### src/rtl/bal_pkg.sv
package bal_pkg;

  // Default capacity of the list.
  localparam int unsigned LIST_DEPTH_DEF = 16;

  // Width of one stored entry.
  localparam int unsigned DATA_W = 32;

  // Request codes.
  typedef enum logic [1:0] {
    OP_INSERT    = 2'd0,
    OP_REMOVE    = 2'd1,
    OP_FIND      = 2'd2,
    OP_READ_LAST = 2'd3
  } op_e;

  // Result status codes.
  typedef enum logic [2:0] {
    ST_OK       = 3'd0,
    ST_FULL     = 3'd1,
    ST_BADPOS   = 3'd2,
    ST_NOTFOUND = 3'd3,
    ST_EMPTY    = 3'd4
  } status_e;

  // Action broadcast to every cell of the chain.
  typedef enum logic [1:0] {
    CELL_HOLD,
    CELL_INSERT,
    CELL_REMOVE,
    CELL_COMPARE
  } cell_op_e;

  // Controller states.
  typedef enum logic [1:0] {
    S_IDLE,
    S_CELL,
    S_DONE
  } state_e;

  // Broadcast control to the cells.
  typedef struct packed {
    cell_op_e          op;
    logic [DATA_W-1:0] value;
  } cell_ctl_t;

  // Request transaction payload.
  typedef struct packed {
    logic [1:0]               opcode;
    logic [4:0]               position;
    logic signed [DATA_W-1:0] value;
  } req_t;

  // Result transaction payload.
  typedef struct packed {
    logic [2:0]               status;
    logic [3:0]               found_index;
    logic signed [DATA_W-1:0] read_value;
    logic [4:0]               entry_count;
    logic                     is_empty_flag;
  } rsp_t;

endpackage

### src/rtl/bal_cell.sv
module bal_cell #(
  parameter int unsigned CELL_IDX = 0,
  parameter int unsigned CMP_W    = 5
) (
  input  logic                    clk_i,
  input  logic                    rst_ni,
  input  bal_pkg::cell_ctl_t      ctl_i,
  input  logic [CMP_W-1:0]        pos_i,
  input  logic [CMP_W-1:0]        cnt_i,
  input  logic [bal_pkg::DATA_W-1:0] prev_i,
  input  logic [bal_pkg::DATA_W-1:0] next_i,
  output logic [bal_pkg::DATA_W-1:0] data_o,
  output logic                    match_o
);
  import bal_pkg::*;

  localparam logic [CMP_W-1:0] Idx     = CMP_W'(CELL_IDX);
  localparam logic [CMP_W-1:0] IdxNext = CMP_W'(CELL_IDX + 1);

  logic [DATA_W-1:0] data_d, data_q;
  logic              match_d, match_q;

  // Each cell loads the new value, takes its left or right neighbor's
  // entry, or compares its entry against the searched value.
  always_comb begin
    data_d  = data_q;
    match_d = match_q;
    case (ctl_i.op)
      CELL_INSERT: begin
        if (Idx == pos_i) begin
          data_d = ctl_i.value;
        end else if ((Idx > pos_i) && (Idx <= cnt_i)) begin
          data_d = prev_i;
        end
      end
      CELL_REMOVE: begin
        if ((Idx >= pos_i) && (IdxNext < cnt_i)) begin
          data_d = next_i;
        end
      end
      CELL_COMPARE: begin
        match_d = (data_q == ctl_i.value) && (Idx < cnt_i);
      end
      default: begin
        data_d = data_q;
      end
    endcase
  end

  // Entry storage has no reset; only written entries are ever read.
  always_ff @(posedge clk_i) begin
    data_q <= data_d;
  end

  always_ff @(posedge clk_i or negedge rst_ni) begin
    if (!rst_ni) begin
      match_q <= 1'b0;
    end else begin
      match_q <= match_d;
    end
  end

  assign data_o  = data_q;
  assign match_o = match_q;

endmodule

### src/rtl/bounded_array_list_engine.sv
// Channel  | Direction | Handshake               | Payload
// request  | in        | in_valid_i / in_ready_o | in_data_i  (req_t)
// result   | out       | out_valid_o / out_ready_i | out_data_o (rsp_t)
//
// Each request passes through three steps: capture, a step in which every
// cell of the chain shifts or compares at once, and a step that encodes the
// first match and loads the output register. Reset clears the count and the
// handshake state; entries hold no reset value. A stalled result holds the
// block in its final step until the output register is free.
module bounded_array_list_engine #(
  parameter int unsigned LIST_DEPTH = bal_pkg::LIST_DEPTH_DEF
) (
  input  logic          clk_i,
  input  logic          rst_ni,
  input  logic          in_valid_i,
  output logic          in_ready_o,
  input  bal_pkg::req_t in_data_i,
  output logic          out_valid_o,
  input  logic          out_ready_i,
  output bal_pkg::rsp_t out_data_o
);
  import bal_pkg::*;

  localparam int unsigned IDX_W = $clog2(LIST_DEPTH);
  localparam int unsigned CNT_W = $clog2(LIST_DEPTH + 1);
  localparam int unsigned CMP_W = (CNT_W > 5) ? CNT_W : 5;

  state_e            state_d, state_q;
  req_t              req_d, req_q;
  logic [CNT_W-1:0]  count_d, count_q;
  status_e           status_d, status_q;
  logic [DATA_W-1:0] rd_d, rd_q;
  rsp_t              out_d, out_q;
  logic              out_valid_d, out_valid_q;

  cell_ctl_t         cell_ctl;
  logic [CMP_W-1:0]  pos_ext, cnt_ext;
  logic [DATA_W-1:0] data_w [LIST_DEPTH];
  logic [LIST_DEPTH-1:0] match_w;
  logic [CNT_W-1:0]  cnt_m1;
  logic [IDX_W-1:0]  last_idx;
  logic              hit_any;
  logic [IDX_W-1:0]  hit_idx;

  assign pos_ext  = CMP_W'(req_q.position);
  assign cnt_ext  = CMP_W'(count_q);
  assign cnt_m1   = count_q - CNT_W'(1);
  assign last_idx = cnt_m1[IDX_W-1:0];

  // Chain of cells, each handing its entry to both neighbors.
  for (genvar g = 0; g < LIST_DEPTH; g++) begin : g_cell
    logic [DATA_W-1:0] prev_w, next_w;
    if (g == 0) begin : g_first
      assign prev_w = cell_ctl.value;
    end else begin : g_mid_prev
      assign prev_w = data_w[g-1];
    end
    if (g == LIST_DEPTH - 1) begin : g_last
      assign next_w = '0;
    end else begin : g_mid_next
      assign next_w = data_w[g+1];
    end
    bal_cell #(
      .CELL_IDX(g),
      .CMP_W   (CMP_W)
    ) u_cell (
      .clk_i  (clk_i),
      .rst_ni (rst_ni),
      .ctl_i  (cell_ctl),
      .pos_i  (pos_ext),
      .cnt_i  (cnt_ext),
      .prev_i (prev_w),
      .next_i (next_w),
      .data_o (data_w[g]),
      .match_o(match_w[g])
    );
  end

  // First matching position from the registered compare flags.
  always_comb begin
    hit_any = 1'b0;
    hit_idx = '0;
    for (int i = LIST_DEPTH - 1; i >= 0; i--) begin
      if (match_w[i]) begin
        hit_any = 1'b1;
        hit_idx = IDX_W'(i);
      end
    end
  end

  // Next state, cell control and result assembly.
  always_comb begin
    state_d        = state_q;
    req_d          = req_q;
    count_d        = count_q;
    status_d       = status_q;
    rd_d           = rd_q;
    out_d          = out_q;
    out_valid_d    = out_valid_q && !out_ready_i;
    in_ready_o     = 1'b0;
    cell_ctl.op    = CELL_HOLD;
    cell_ctl.value = DATA_W'(req_q.value);
    case (state_q)
      S_IDLE: begin
        in_ready_o = 1'b1;
        if (in_valid_i) begin
          req_d   = in_data_i;
          state_d = S_CELL;
        end
      end
      S_CELL: begin
        status_d = ST_OK;
        rd_d     = '0;
        case (op_e'(req_q.opcode))
          OP_INSERT: begin
            if (count_q == CNT_W'(LIST_DEPTH)) begin
              status_d = ST_FULL;
            end else if (pos_ext > cnt_ext) begin
              status_d = ST_BADPOS;
            end else begin
              cell_ctl.op = CELL_INSERT;
              count_d     = count_q + CNT_W'(1);
            end
          end
          OP_REMOVE: begin
            if (count_q == '0) begin
              status_d = ST_EMPTY;
            end else if (pos_ext >= cnt_ext) begin
              status_d = ST_BADPOS;
            end else begin
              cell_ctl.op = CELL_REMOVE;
              count_d     = cnt_m1;
            end
          end
          OP_FIND: begin
            cell_ctl.op = CELL_COMPARE;
          end
          OP_READ_LAST: begin
            if (count_q == '0) begin
              status_d = ST_EMPTY;
            end else begin
              rd_d = data_w[last_idx];
            end
          end
          default: begin
            status_d = ST_OK;
          end
        endcase
        state_d = S_DONE;
      end
      S_DONE: begin
        if (!out_valid_q || out_ready_i) begin
          out_d.status        = 3'(status_q);
          out_d.found_index   = '0;
          out_d.read_value    = rd_q;
          out_d.entry_count   = 5'(count_q);
          out_d.is_empty_flag = (count_q == '0);
          if (op_e'(req_q.opcode) == OP_FIND) begin
            out_d.status = hit_any ? 3'(ST_OK) : 3'(ST_NOTFOUND);
            if (hit_any) begin
              out_d.found_index = 4'(hit_idx);
            end
          end
          out_valid_d = 1'b1;
          state_d     = S_IDLE;
        end
      end
      default: begin
        state_d = S_IDLE;
      end
    endcase
  end

  // Control registers.
  always_ff @(posedge clk_i or negedge rst_ni) begin
    if (!rst_ni) begin
      state_q     <= S_IDLE;
      count_q     <= '0;
      out_valid_q <= 1'b0;
    end else begin
      state_q     <= state_d;
      count_q     <= count_d;
      out_valid_q <= out_valid_d;
    end
  end

  // Payload registers.
  always_ff @(posedge clk_i) begin
    req_q    <= req_d;
    status_q <= status_d;
    rd_q     <= rd_d;
    out_q    <= out_d;
  end

  assign out_valid_o = out_valid_q;
  assign out_data_o  = out_q;

endmodule
### config.mk
export PLATFORM = sky130hd
export DESIGN_NAME = bounded_array_list_engine
export DESIGN_NICKNAME = d
export VERILOG_FILES = /design/src/rtl/bal_pkg.sv /design/src/rtl/bal_cell.sv /design/src/rtl/bounded_array_list_engine.sv
export SDC_FILE = /design/constraint.sdc
export NUM_CORES = 2
export LEC_CHECK = 0
export BUFFER_PORTS_ARGS = -buffer_cell sky130_fd_sc_hd__clkbuf_2
export CORE_ASPECT_RATIO = 1.25
export CORE_MARGIN = 2
export CORE_UTILIZATION = 30
export CTS_CLUSTER_DIAMETER = 40
export DETAILED_ROUTE_END_ITERATION = 12
export PLACE_DENSITY_LB_ADDON = 0.1
export SLEW_MARGIN = 10
export SYNTH_ARGS = -nofsm -noshare
export SYNTH_HDL_FRONTEND = slang
export SYNTH_SLANG_ARGS = --single-unit
### constraint.sdc
create_clock -name clk_i -period 5.6 [get_ports clk_i]
set_input_delay 0.84 -clock clk_i [delete_from_list [all_inputs] [get_ports clk_i]]
set_output_delay 0.84 -clock clk_i [all_outputs]
set_load 0.02 [all_outputs]
==> results by group <==
STA
  – Clock period minus worst slack: 4.753 ns
  – Slew Limit Headroom: 15.43%
  – Worst slew pin tran: 1.258 ns
  – Endpoints failing hold: 0
  – F_max: 210.4 MHz
  – WHS: 0.2240 ns
  – Count of pins over their slew limit: 0
  – Setup tns final: 0 ns
  – Fin crit share: 84.88%
  – Unrepaired setup endpoints after global routing: false
  – Clock skew: 0.03659 ns
  – Setup-failing EPs final: 0

CTS
  – CTS tree: yes
  – Insertion delay to the later sink of the worst-skew pair: 0.78 ns
  – CTS Buf Count: 141
  – CTS max path bufs: 3
  – Post CTS Setup Buffer Count: 0
  – Hold_buf cts: 0
  – Root Buffer: clkbuf_16
  – Clk sinks: 655
  – CTS clk-pin slew, worst paths: 0.05 ns
  – Post-cts gate resize count: 0
  – Htree depth: 4

Power
  – Peak VDD IR: 0.3405 mV
  – Pleak: 16.76 nW
  – Clock power frac: 31.2%
  – Int Pwr: 0.01585 W
  – Power density over the cells: 553.1 mW/mm^2
  – Reg power frac: 30.4%
  – Sw Share: 40.88%
  – Psw: 0.01096 W
  – Combinational Power Share: 38.4%

Global route
  – Gr usage total: 24.81%
  – Global-route wire length before repair: 245,800 um
  – Vias in the first global route: 30,500
  – Largest net degree at the start of global routing: 121
  – Antenna violations before repair: 3
  – GR Overflow Total: 0

Setup path
  – Crit path buffers/inverters: 3
  – Top delay family on crit path: buffers and inverters
  – Crit Path Class: register to register
  – Endpoint class of the critical path: register
  – Worst path cell trace: inv_1 > ha_1 > and3_1 > nand3_1 > a21boi_0 > nor2_1 > o21ai_0 > ha_4 > buf_12 > buf_12 > o21ai_0
  – Worst r2r src: cnt_ext[3]
  – WP data arrival: 5.26 ns
  – Largest fanout on the critical path: 114
  – CP Launch Point: cnt_ext[3]
  – Slowest stage cell, crit path: ha_4
  – Data required, critical path: 6.10 ns
  – Worst stage delay on the critical path: 0.65 ns
  – Crit path launch type: register

Synthesis
  – Synth Area in XOR/XNOR: 10.44%
  – Post-Synth Simple-Gate Area: 10.09%
  – Cell taking the most area after synthesis: edfxtp_1
  – Yosys reg bits: 655
  – EDFF count, synth: 631
  – Primary FF master, synth: edfxtp_1
  – Share of the synthesized area in the top cell type: 45.54%
  – Adder and majority gate portion of the synthesized area: 0.3909%
  – Netlist cell types: 73
  – Yosys warns: 0
  – Gate Count Post-Synth: 3,799
  – Mapped Area: 0.04161 sq mm
  – Compound-Gate Fraction of Synth Area: 9.833%
  – Synth top area cells: edfxtp_1 (46%), mux2i_1 (10%), mux4_2 (6.9%)
  – Largest family of logic cells by synthesized area: multiplexers
  – Asr flop ratio synth: 3.664%
  – Share of synthesized area spent on multiplexers: 17.65%
  – Avg Inst Size Synth: 10.95 sq um
  – Sequential cell area fraction in the yosys report: 46.98%
  – Mapped Nets: 3,855

Detailed routing
  – DR WL/cell: 30.75 um
  – First-pass DRT Iterations: 5
  – Final wirelength: 176,900 um
  – Vias per cell: 5.353
  – Post-DRT Antenna Nets: 0
  – Iteration-0 DRC Markers: 2,960
  – DRC errors left: 0
  – Via count: 30,800

Finish
  – Nets@finish: 3,846
  – Antenna diodes: 0
  – Layout cells sized above 1: 15.87%
  – Fin cells: 5,754
  – Fin area: 0.04847 sq mm
  – Area Growth Syn to Fin: 16.49%
  – Fillers: 13,770
  – Multi-input logic area: 0.02032 sq mm
  – FF+latch area: 0.01955 sq mm

Placement
  – Post-DP HPWL: 129,400 um
  – RePlAce Congestion: 0.9589
  – Cell count after placement: 5,495
  – Post-Place Cell Area: 0.04380 sq mm
  – Port Buf Inserts: 89

Floorplan
  – IO Count: 90
  – Die extent in x: 337.1 um
  – Die Y-Extent: 420.4 um
  – FP Rows: 152
  – Core Box Area: 0.1375 sq mm
  – Die area: 0.1417 sq mm
  – Initial Util: 30.26%

Run status
  – Outcome: finished clean

Worst hold path
  – HP Class: primary input to asynchronous set/reset pin

Flow run
  – Max cap viols: 0
[synthesized netlist by cell type, types with 47 or more instances]
master / count
edfxtp_1: 631
nand2_1: 541
o21ai_0: 435
mux2i_1: 422
xnor2_1: 303
xor2_1: 191
clkbuf_1: 190
mux4_2: 128
a21oi_1: 114
nor2_1: 93
buf_2: 86
nand4_1: 85
a211oi_1: 67
nor4_1: 64
o21ai_1: 54
inv_1: 49
buf_4: 47
[cell type report]
class / instances / share of cell area (%)
Inverter: 50 / 0.3872
Clock inverter: 100 / 2.148
Timing Repair Buffer: 201 / 2.937
Multi-Input combinational cell: 2741 / 41.92
Sequential cell: 655 / 40.34
Clock buffer: 159 / 7.501
Tap cell: 1848 / 4.770
[cells by family (layout without fill, tap and decap cells)]
family          after synthesis  in the layout
simple gates                921            921
compound gates              741            741
flops                       655            655
mux                         571            571
xor+xnor                    495            495
buf+inv                     403            510
fa+ha+maj                    13             13
[cell usage in the layout, fill, tap and decap left out, types with 64 or more instances in the layout]
master and instances:
edfxtp_1 631, nand2_1 538, o21ai_0 435, mux2i_1 422, xnor2_1 303, xor2_1 190, clkbuf_16 141, mux4_2 128
a21oi_1 111, buf_4 101, nor2_1 92, clkbuf_2 89, nand4_1 85, a211oi_1 67, nor4_1 64
[metrics by stage]
stage | power, W | util, % | setup slack [ns]
6_report | 0.02681 | 35.25 | 0.8467
4_1_cts | 0.02691 | 35.25 | 0.9436
3_5_place_dp | 0.01841 | 31.85 | 0.9594
5_1_grt | 0.02775 | 35.25 | 0.5160
2_1_floorplan | 0.01385 | - | 0.5082
3_3_place_gp | 0.01840 | 31.85 | 1.079
[layer usage]
metal / part of all wire [%] / GRT usage (%) / up-vias
met5: 0.0073 / 0 / -
met4: 5.6 / 13.25 / 2
met3: 4.5 / 3.458 / 263
met2: 48 / 40.28 / 983
met1: 42 / 31.95 / 15620
li1: - / - / 13930
[power by group through the flow]
stage                     combinational [W]  sequential [W]  clock (W)
after global placement               0.0102         0.00820          0
after detailed placement             0.0102         0.00821          0
after global routing                 0.0108         0.00826    0.00874
after CTS                            0.0102         0.00812    0.00854
final                                0.0103         0.00815    0.00838
after floorplan                     0.00614         0.00772          0
[state kept, by name (all words and copies together) (netlist names), 3 cells and up]
name and cells:
g_cell.prev_w 32, g_cell.u_cell.match_o 16, pos_ext 5, status_q 3, out_data_o 45, rd_q 32
cnt_ext 5, g_cell.u_cell.data_o 512
[final timing paths]
check,end,slack [ns],cells past startpoint
min in group clk_i,g_cell[0].prev_w[2],0.24,1
setup / recovery,g_cell[14].u_cell.data_o[30],0.85,11
hold / removal,cnt_ext[1],0.22,1
setup reg to reg,g_cell[14].u_cell.data_o[30],0.85,11
max in group asynchronous,cnt_ext[0],4.65,1
hold reg to reg,out_data_o[23],0.42,0
No activity file was read; power rests on OpenSTA's default activity.
